<file path="src/hdl/bdsf_pkg.sv">
package bdsf_pkg;

    localparam int unsigned MAX_DEPTH = 64;
    localparam int unsigned DEPTH_W   = 7;
    localparam int unsigned POS_W     = 32;

    localparam logic [7:0] CH_COLON = 8'h3A;  // ':'
    localparam logic [7:0] CH_MINUS = 8'h2D;  // '-'
    localparam logic [7:0] CH_E     = 8'h65;  // 'e'
    localparam logic [7:0] CH_I     = 8'h69;  // 'i'
    localparam logic [7:0] CH_L     = 8'h6C;  // 'l'
    localparam logic [7:0] CH_D     = 8'h64;  // 'd'
    localparam logic [7:0] CH_ZERO  = 8'h30;  // '0'
    localparam logic [7:0] CH_NINE  = 8'h39;  // '9'

    typedef enum logic [2:0] {
        MODE_WAIT_D     = 3'd0,
        MODE_ITEM       = 3'd1,
        MODE_LEN        = 3'd2,
        MODE_BODY       = 3'd3,
        MODE_INT_START  = 3'd4,
        MODE_INT_DIGITS = 3'd5,
        MODE_DONE       = 3'd6,
        MODE_ERROR      = 3'd7
    } t_mode;

    typedef enum logic [1:0] {
        ST_PAIR  = 2'd0,
        ST_DONE  = 2'd1,
        ST_ERROR = 2'd2
    } t_status;

    typedef struct packed {
        t_status          status;
        logic [POS_W-1:0] key_start;
        logic [POS_W-1:0] key_len;
        logic [POS_W-1:0] value_start;
        logic [POS_W-1:0] value_end;
    } t_result;

endpackage

</file>
<file path="src/hdl/bencode_top_dict_span_finder_unit.sv">
// Finds the key/value pairs of a bencoded outer dictionary, one stream byte
// per clock while the output does not stall. Bytes enter on i_valid/o_stall
// starting with the outer 'd'; each top-level pair yields one request on
// o_valid/i_stall with the key's offset and length and the value's begin and
// end offsets, the offsets plus start_offset. The outer closing 'e' yields a
// done request, malformed input or nesting past 64 levels an error request;
// after either, bytes are swallowed without output until reset. A byte is
// held in the input register; when it is taken, the parse state updates and
// its request is registered in the output register. A stalled output holds
// the input register and then o_stall.
// Write start_offset through i_cfg_valid only while the unit is idle.
module bencode_top_dict_span_finder_unit import bdsf_pkg::*; (
    input  logic             i_clk,
    input  logic             i_rst_n,
    input  logic             i_valid,
    output logic             o_stall,
    input  logic [7:0]       i_data_byte,
    output logic             o_valid,
    input  logic             i_stall,
    output logic [1:0]       o_status,
    output logic [POS_W-1:0] o_key_start,
    output logic [POS_W-1:0] o_key_len,
    output logic [POS_W-1:0] o_value_start,
    output logic [POS_W-1:0] o_value_end,
    input  logic             i_cfg_valid,
    output logic             o_cfg_ready,
    input  logic [POS_W-1:0] i_cfg_start_offset
);

    logic [POS_W-1:0] r_start_offset;
    logic             held_vld;
    logic [7:0]       held_byte;
    logic             take;
    logic             res_vld;
    t_result          res;

    assign o_cfg_ready = 1'b1;

    always_ff @(posedge i_clk) begin
        if (!i_rst_n) begin
            r_start_offset <= '0;
        end else if (i_cfg_valid && o_cfg_ready) begin
            r_start_offset <= i_cfg_start_offset;
        end
    end

    // advance the held byte only when the result slot is free or draining
    assign take = held_vld && (!o_valid || !i_stall);

    bdsf_in_stage u_in (
        .i_clk       (i_clk),
        .i_rst_n     (i_rst_n),
        .i_valid     (i_valid),
        .i_data_byte (i_data_byte),
        .o_stall     (o_stall),
        .i_take      (take),
        .o_held_vld  (held_vld),
        .o_held_byte (held_byte)
    );

    bdsf_parse u_parse (
        .i_clk          (i_clk),
        .i_rst_n        (i_rst_n),
        .i_go           (take),
        .i_byte         (held_byte),
        .i_start_offset (r_start_offset),
        .o_res_vld      (res_vld),
        .o_res          (res)
    );

    bdsf_out_stage u_out (
        .i_clk         (i_clk),
        .i_rst_n       (i_rst_n),
        .i_load        (res_vld),
        .i_res         (res),
        .i_stall       (i_stall),
        .o_valid       (o_valid),
        .o_status      (o_status),
        .o_key_start   (o_key_start),
        .o_key_len     (o_key_len),
        .o_value_start (o_value_start),
        .o_value_end   (o_value_end)
    );

    a_load_free_slot: assert property (@(posedge i_clk) disable iff (!i_rst_n)
        res_vld |-> (!o_valid || !i_stall))
        else $error("result loaded over a stalled request");

endmodule

</file>
<file path="src/hdl/bdsf_in_stage.sv">
module bdsf_in_stage import bdsf_pkg::*; (
    input  logic       i_clk,
    input  logic       i_rst_n,
    input  logic       i_valid,
    input  logic [7:0] i_data_byte,
    output logic       o_stall,
    input  logic       i_take,
    output logic       o_held_vld,
    output logic [7:0] o_held_byte
);

    logic       r_vld;
    logic       n_vld;
    logic [7:0] r_byte;
    logic       accept;

    assign o_stall = r_vld && !i_take;
    assign accept  = i_valid && !o_stall;

    always_comb begin
        n_vld = r_vld;
        if (accept) begin
            n_vld = 1'b1;
        end else if (i_take) begin
            n_vld = 1'b0;
        end
    end

    always_ff @(posedge i_clk) begin
        if (!i_rst_n) begin
            r_vld <= 1'b0;
        end else begin
            r_vld <= n_vld;
        end
    end

    always_ff @(posedge i_clk) begin
        if (accept) begin
            r_byte <= i_data_byte;
        end
    end

    assign o_held_vld  = r_vld;
    assign o_held_byte = r_byte;

endmodule

</file>
<file path="src/hdl/bdsf_parse.sv">
module bdsf_parse import bdsf_pkg::*; (
    input  logic             i_clk,
    input  logic             i_rst_n,
    input  logic             i_go,
    input  logic [7:0]       i_byte,
    input  logic [POS_W-1:0] i_start_offset,
    output logic             o_res_vld,
    output t_result          o_res
);

    t_mode              r_mode,  n_mode;
    logic [DEPTH_W-1:0] r_depth, n_depth;
    logic [POS_W-1:0]   r_accum, n_accum;
    logic [POS_W-1:0]   r_body,  n_body;
    logic [POS_W-1:0]   r_pos,   n_pos;
    logic               r_kp,    n_kp;
    logic [POS_W-1:0]   r_key_start, n_key_start;
    logic [POS_W-1:0]   r_key_len,   n_key_len;
    logic [POS_W-1:0]   r_val_start, n_val_start;

    logic [POS_W-1:0]   nxt_pos;
    logic               is_digit;
    logic [POS_W-1:0]   digit_val;
    logic [POS_W+3:0]   accum_x10;
    logic [POS_W-1:0]   accum_sat;
    logic [DEPTH_W-1:0] depth_dec;
    logic [POS_W-1:0]   body_dec;
    logic               sc_fire;
    logic               sc_str;
    logic [POS_W-1:0]   sc_len;
    logic               emit_pair;
    logic               emit_done;
    logic               emit_err;

    assign nxt_pos   = r_pos + 1'b1;
    assign is_digit  = i_byte inside {[CH_ZERO:CH_NINE]};
    assign digit_val = {{(POS_W-4){1'b0}}, 4'(i_byte - CH_ZERO)};
    assign accum_x10 = ({4'b0, r_accum} << 3) + ({4'b0, r_accum} << 1)
                       + {4'b0, digit_val};
    assign accum_sat = (accum_x10[POS_W+3:POS_W] != 4'b0) ? {POS_W{1'b1}}
                                                          : accum_x10[POS_W-1:0];
    assign depth_dec = r_depth - 1'b1;
    assign body_dec  = r_body - 1'b1;

    // next state
    always_comb begin
        n_mode      = r_mode;
        n_depth     = r_depth;
        n_accum     = r_accum;
        n_body      = r_body;
        n_pos       = r_pos;
        n_kp        = r_kp;
        n_key_start = r_key_start;
        n_key_len   = r_key_len;
        n_val_start = r_val_start;
        sc_fire     = 1'b0;
        sc_str      = 1'b0;
        sc_len      = '0;
        emit_pair   = 1'b0;
        emit_done   = 1'b0;
        emit_err    = 1'b0;

        if (i_go && r_mode != MODE_DONE && r_mode != MODE_ERROR) begin
            n_pos = nxt_pos;
            case (r_mode)
                MODE_WAIT_D: begin
                    if (i_byte != CH_D) begin
                        emit_err = 1'b1;
                    end else begin
                        n_depth = DEPTH_W'(1);
                        n_mode  = MODE_ITEM;
                    end
                end
                MODE_ITEM: begin
                    if (i_byte == CH_E) begin
                        n_depth = depth_dec;
                        if (depth_dec == '0) begin
                            n_mode    = MODE_DONE;
                            n_kp      = 1'b0;
                            emit_done = 1'b1;
                        end else if (depth_dec == DEPTH_W'(1) && r_kp) begin
                            emit_pair = 1'b1;
                        end
                    end else if (i_byte == CH_I) begin
                        n_mode = MODE_INT_START;
                    end else if (is_digit) begin
                        n_accum = digit_val;
                        n_mode  = MODE_LEN;
                    end else if (i_byte == CH_L || i_byte == CH_D) begin
                        if (r_depth >= DEPTH_W'(MAX_DEPTH)) begin
                            emit_err = 1'b1;
                        end else begin
                            n_depth = r_depth + 1'b1;
                        end
                    end else begin
                        emit_err = 1'b1;
                    end
                end
                MODE_LEN: begin
                    if (i_byte == CH_COLON) begin
                        if (r_depth == DEPTH_W'(1) && !r_kp) begin
                            n_key_start = nxt_pos;
                        end
                        if (r_accum == '0) begin
                            sc_fire = 1'b1;
                            sc_str  = 1'b1;
                        end else begin
                            n_body = r_accum;
                            n_mode = MODE_BODY;
                        end
                    end else if (is_digit) begin
                        n_accum = accum_sat;
                    end else begin
                        emit_err = 1'b1;
                    end
                end
                MODE_BODY: begin
                    n_body = body_dec;
                    if (body_dec == '0) begin
                        sc_fire = 1'b1;
                        sc_str  = 1'b1;
                        sc_len  = r_accum;
                    end
                end
                MODE_INT_START: begin
                    if (i_byte == CH_MINUS || is_digit) begin
                        n_mode = MODE_INT_DIGITS;
                    end else begin
                        sc_fire = 1'b1;
                    end
                end
                MODE_INT_DIGITS: begin
                    if (!is_digit) begin
                        sc_fire = 1'b1;
                    end
                end
                default: begin
                end
            endcase

            // finish a scalar: at the top level, pair it with a pending key or hold a string as the key
            if (sc_fire) begin
                n_mode = MODE_ITEM;
                if (r_depth == DEPTH_W'(1)) begin
                    if (r_kp) begin
                        emit_pair = 1'b1;
                    end else if (sc_str) begin
                        n_kp        = 1'b1;
                        n_key_len   = sc_len;
                        n_val_start = nxt_pos;
                    end
                end
            end
            if (emit_pair) begin
                n_kp = 1'b0;
            end
            if (emit_err) begin
                n_mode = MODE_ERROR;
            end
        end
    end

    // result
    always_comb begin
        o_res_vld = emit_pair || emit_done || emit_err;
        o_res     = '0;
        if (emit_pair) begin
            o_res.status      = ST_PAIR;
            o_res.key_start   = i_start_offset + r_key_start;
            o_res.key_len     = r_key_len;
            o_res.value_start = i_start_offset + r_val_start;
            o_res.value_end   = i_start_offset + nxt_pos;
        end else if (emit_done) begin
            o_res.status = ST_DONE;
        end else if (emit_err) begin
            o_res.status = ST_ERROR;
        end
    end

    always_ff @(posedge i_clk) begin
        if (!i_rst_n) begin
            r_mode      <= MODE_WAIT_D;
            r_depth     <= '0;
            r_accum     <= '0;
            r_body      <= '0;
            r_pos       <= '0;
            r_kp        <= 1'b0;
            r_key_start <= '0;
            r_key_len   <= '0;
            r_val_start <= '0;
        end else begin
            r_mode      <= n_mode;
            r_depth     <= n_depth;
            r_accum     <= n_accum;
            r_body      <= n_body;
            r_pos       <= n_pos;
            r_kp        <= n_kp;
            r_key_start <= n_key_start;
            r_key_len   <= n_key_len;
            r_val_start <= n_val_start;
        end
    end

    a_done_sticky: assert property (@(posedge i_clk) disable iff (!i_rst_n)
        (r_mode == MODE_DONE || r_mode == MODE_ERROR) |=> $stable(r_mode))
        else $error("parser left a terminal mode");

    a_depth_bound: assert property (@(posedge i_clk) disable iff (!i_rst_n)
        r_depth <= DEPTH_W'(MAX_DEPTH))
        else $error("nesting depth above limit");

    a_item_depth: assert property (@(posedge i_clk) disable iff (!i_rst_n)
        (r_mode == MODE_ITEM || r_mode == MODE_LEN || r_mode == MODE_BODY)
        |-> r_depth != '0)
        else $error("parsing an item outside the outer dictionary");

    a_res_needs_go: assert property (@(posedge i_clk) disable iff (!i_rst_n)
        o_res_vld |-> i_go)
        else $error("result without a byte");

endmodule

</file>
<file path="src/hdl/bdsf_out_stage.sv">
module bdsf_out_stage import bdsf_pkg::*; (
    input  logic             i_clk,
    input  logic             i_rst_n,
    input  logic             i_load,
    input  t_result          i_res,
    input  logic             i_stall,
    output logic             o_valid,
    output logic [1:0]       o_status,
    output logic [POS_W-1:0] o_key_start,
    output logic [POS_W-1:0] o_key_len,
    output logic [POS_W-1:0] o_value_start,
    output logic [POS_W-1:0] o_value_end
);

    logic    r_vld;
    logic    n_vld;
    t_result r_res;

    always_comb begin
        n_vld = r_vld;
        if (i_load) begin
            n_vld = 1'b1;
        end else if (!i_stall) begin
            n_vld = 1'b0;
        end
    end

    always_ff @(posedge i_clk) begin
        if (!i_rst_n) begin
            r_vld <= 1'b0;
        end else begin
            r_vld <= n_vld;
        end
    end

    always_ff @(posedge i_clk) begin
        if (i_load) begin
            r_res <= i_res;
        end
    end

    assign o_valid       = r_vld;
    assign o_status      = r_res.status;
    assign o_key_start   = r_res.key_start;
    assign o_key_len     = r_res.key_len;
    assign o_value_start = r_res.value_start;
    assign o_value_end   = r_res.value_end;

endmodule
</file>
<file path="config.mk">
export PLATFORM = sky130hd
export DESIGN_NAME = bencode_top_dict_span_finder_unit
export DESIGN_NICKNAME = d
export VERILOG_FILES = /design/src/hdl/bdsf_pkg.sv /design/src/hdl/bencode_top_dict_span_finder_unit.sv /design/src/hdl/bdsf_in_stage.sv /design/src/hdl/bdsf_parse.sv /design/src/hdl/bdsf_out_stage.sv
export SDC_FILE = /design/constraint.sdc
export NUM_CORES = 1
export LEC_CHECK = 0
export BUFFER_PORTS_ARGS = -buffer_cell sky130_fd_sc_hd__buf_2
export CORE_MARGIN = 2
export CORE_UTILIZATION = 39
export DETAILED_ROUTE_END_ITERATION = 10
export SYNTH_ARGS = -nofsm -noshare
export SYNTH_HDL_FRONTEND = slang
export SYNTH_SLANG_ARGS = --single-unit
</file>
<file path="constraint.sdc">
create_clock -name i_clk -period 8.7 [get_ports i_clk]
set_clock_uncertainty 0.2 [all_clocks]
set_input_delay 0.435 -clock i_clk [delete_from_list [all_inputs] [get_ports i_clk]]
set_output_delay 0.435 -clock i_clk [all_outputs]
set_load 0.02 [all_outputs]
</file>
==> metrics.md <==
| Metric | Value |
|---|---|
| GR Util All Layers | `between 15 and 20%` |
| Slew Viols, Final | `0` |
| Endpoints failing hold | `0` |
| Max-cap check violation count | `0` |
| Most frequent cell after synthesis | `nor2_1` |
| Post-route ant nets | `0` |
| FF-to-FF End | `u_out.o_value_end[31]` |
| CTS buffer count | `43` |
| CTS tree | `yes` |
| Final min period | `around 5700 ps` |
| First-pass GRT wire length | `between 90000 and 100000 µm` |
| Hold buffer count at CTS | `42` |
| Layout cells sized above 1 | `roughly 11%` |
| RSZ-0062 raised after global routing | `false` |
| Worst VDD drop | `about 0.11 mV` |
| F_max | `0.177 GHz` |
| FF-to-FF path depth | `17` |
| Status | `completed` |
| Met1 Use GR | `25.7%` |
| Clock power share | `around 44%` |
| Worst slew margin | `a little under a quarter` |
| Clk Latency, worst-skew pair | `roughly 560 ps` |
| Setup TNS | `0 ps` |
| Setup bufs post-CTS | `0` |
| Cells along the critical path | `ha_1 -> nand3_1 -> or3_1 -> nor3_1 -> nand2_1 -> xnor2_1 -> ha_1 -> a211oi_1 -> nand3_1 -> a311oi_1 -> o31ai_1 -> o21ai_0 -> o21ai_0 -> a311o_1 -> a21oi_1 -> xnor2_1 -> nor2_1` |
| Largest net degree at the start of global routing | `121` |
| Fill cells | `roughly 5400` |
| Starting Density | `around two fifths` |
| Comb pwr share | `9.6%` |
| Hold Path Stages | `2` |
| Die Span X | `between 200 and 250 µm` |
| Initial antenna violation count | `1` |
| Min-Delay Path Class | `input port to register` |
| Synth cell types | `80` |
| # nets final | `around 2900` |
| Die ar. | `~60000 µm²` |
| Slew at the pin with the worst max-slew slack | `approximately 1100 ps` |
| WL/cell | `around 17 µm` |
| Synth Flop Type | `dfxtp_1` |
| Vias in the first global route | `about 18000` |
| Clock net sink count | `between 300 and 400` |
| IO Count | `approximately 180` |
| Worst Min Path Start | `i_rst_n` |
| #FFs+latches synth | `375` |
| Multi-input gate area in the final layout | `approximately 13000 µm²` |
| Yosys top cell by area | `dfxtp_1` |
| Ranking of synthesized cells by area | `dfxtp_1, edfxtp_1, ha_1, nor2_1, nand2_1` |
| Fin util | `45.3%` |
| Root buf cell | `clkbuf_16` |
| Cts repair resizes | `0` |
| DRT Pass-1 Iters | `5` |
| CP max stage delay | `between 600 and 700 ps` |
| Ys async rst share | `0%` |
| Final WL | `59200 µm` |
| Crit Path Class | `register to register` |
| Total power | `4.19 mW` |
| Vias per cell | `around 5.4` |
| Hold Path End | `u_parse.r_mode[2]` |
| Final period utilization | `65.0%` |
| Ys Warns | `0` |
| Worst-path maximum fanout | `7` |
| WP data arrival | `about 5800 ps` |
| Row Count | `87` |
| Syn_nets | `~2700` |
| Sequential area share after synthesis | `between 40% and 50%` |
| RePlAce Congestion | `roughly 0.9` |
| Core box area | `~56000 µm²` |
| Synth top area share | `roughly 22%` |
| Sequential fraction of design power | `a little under half` |
| CTS max path bufs | `3` |
| Level count of the clock H-tree | `2` |
| GRT Residual Overflow | `0` |
| CP endpoint kind | `register` |
| Switching part of the total | `between 20 and 25%` |
| Worst path slowest cell | `nor3_1` |
| Met2 Use GR | `between 30 and 40%` |
| Avg Synthesized Cell Area | `around 8.8 µm²` |
| Post-synth EDFFs | `around 140` |
| List of most frequent post-synthesis cells | `nor2_1, nand2_1, dfxtp_1` |
| Met3 global-route usage | `2.81%` |
| Syn-to-layout area delta | `15.4%` |
| Clock-pin slew on the worst setup and hold paths | `~60 ps` |
| Detailed placement HPWL | `between 40000 and 50000 µm` |
| Internal power | `roughly 3.2 mW` |
| Sequential Area | `8890 µm²` |
| DRC marker count from the first detailed-route iteration | `~1100` |
| Total net switching power | `slightly above 1 mW` |
| P_leak | `10.7 nW` |
| Worst R2R Setup Slack | `3050 ps` |
| Worst Hold Margin | `roughly 60 ps` |
| PD cells | `around 160 nW/µm²` |
| DRC Markers | `0` |
| Final Setup Violations | `0` |
| Synthesized cell area | `~22000 µm²` |
| Worst r2r src | `u_parse.r_pos[0]` |
| GRT busiest layer | `met2` |
| Vias | `roughly 19000` |
| Worst path required time | `8810 ps` |
| Die height | `about 240 µm` |
| Antenna fix cells | `0` |
| I/O Buffers | `approximately 180` |
| Crit start category | `register` |
| Cells after Synth | `2499` |
routing by layer:
metal	wire, µm	vias up	share of wire, %
met1	27300	8815	46
li1	-	9289	-
met5	0	-	0
met4	1420	0	2.4
met2	27900	415	47
met3	2590	89	4.4
critical path, delay by kind of cell (launching register included):
kind	cells	cell delay, ps
AO/OA/AOI/OAI	7	2140
AND/OR/NAND/NOR	6	1660
adder cells (fa/ha/maj)	2	580
flip-flops	1	420
XOR/XNOR	2	410
area by class of cell:
class                   instances  area share, %
repair buffers                232           5.53
inverters                      49          0.743
multi-input cells            1964           49.4
clock inverters                14          0.674
well taps                     756           3.72
flip-flops and latches        375           35.0
clock buffers                  63           5.01
cells in the final DEF (no fill, tap or decap), drive strengths merged, types with 12 or more instances in the layout:
master / instances
a211oi: 23
a21o: 46
a21oi: 210
and2: 48
and3: 29
buf: 190
clkbuf: 63
dfxtp: 237
dlygate4sd3: 42
edfxtp: 138
ha: 166
inv: 50
mux2i: 69
nand2: 295
nand2b: 18
nand3: 79
nand4: 27
nor2: 317
nor2b: 16
nor3: 56
nor4: 27
o21a: 26
o21ai: 124
o21bai: 13
o31ai: 26
or2: 12
or3: 23
xnor2: 83
xor2: 81
power groups by stage:
stage               combinational [mW]  clock (mW)  sequential (mW)
finish                           0.402        1.86             1.93
global route                     0.438        1.98             1.94
CTS                              0.404        1.91             1.93
detailed placement               0.387           0             1.97
global placement                 0.383           0             1.97
floorplan                        0.220           0             2.01
flip-flops by register name, indices dropped and copies added, names as in the netlist, 2 cells and up:
name	flops
r_start_offset	32
u_in.o_held_byte	8
u_out.o_key_len	32
u_out.o_key_start	32
u_out.o_status	2
u_out.o_value_end	32
u_out.o_value_start	32
u_parse.r_accum	32
u_parse.r_body	32
u_parse.r_depth	7
u_parse.r_key_len	32
u_parse.r_key_start	32
u_parse.r_mode	3
u_parse.r_pos	32
u_parse.r_val_start	32
kinds of logic (layout without fill, tap and decap cells):
| group | after synthesis | after routing | share of synthesized area (%) |
|---|---|---|---|
| xor gates and xnor gates | 164 | 164 | 6.52 |
| AOI/OAI and AO/OA | 574 | 574 | 16.2 |
| adders and majority gates | 171 | 171 | 9.88 |
| DFF | 375 | 375 | 40.3 |
| other | 1 | 1 | 0.0170 |
| buffers and inverters | 160 | 358 | 2.88 |
| and+or+nand+nor | 983 | 983 | 20.9 |
| muxes | 71 | 71 | 3.24 |
per-stage QoR:
stage	instances	setup WS (ps)	area [µm²]
finish	3453	3050	25400
global route	3453	2760	25400
CTS	3453	3080	25400
detailed placement	3334	3060	23600
global placement	3334	3200	23600
floorplan	2499	2370	22000
worst max path at each step:
stage                       from               endpoint
4_1_cts         u_parse.r_pos[0]  u_out.o_value_end[31]
3_3_place_gp    u_parse.r_pos[0]  u_out.o_value_end[31]
2_1_floorplan  u_parse.r_body[5]     u_out.o_key_len[0]
3_5_place_dp    u_parse.r_pos[0]  u_out.o_value_end[31]
5_1_grt         u_parse.r_pos[0]  u_out.o_value_end[31]
6_report        u_parse.r_pos[0]  u_out.o_value_end[31]
(Power assumes the default switching activity.)
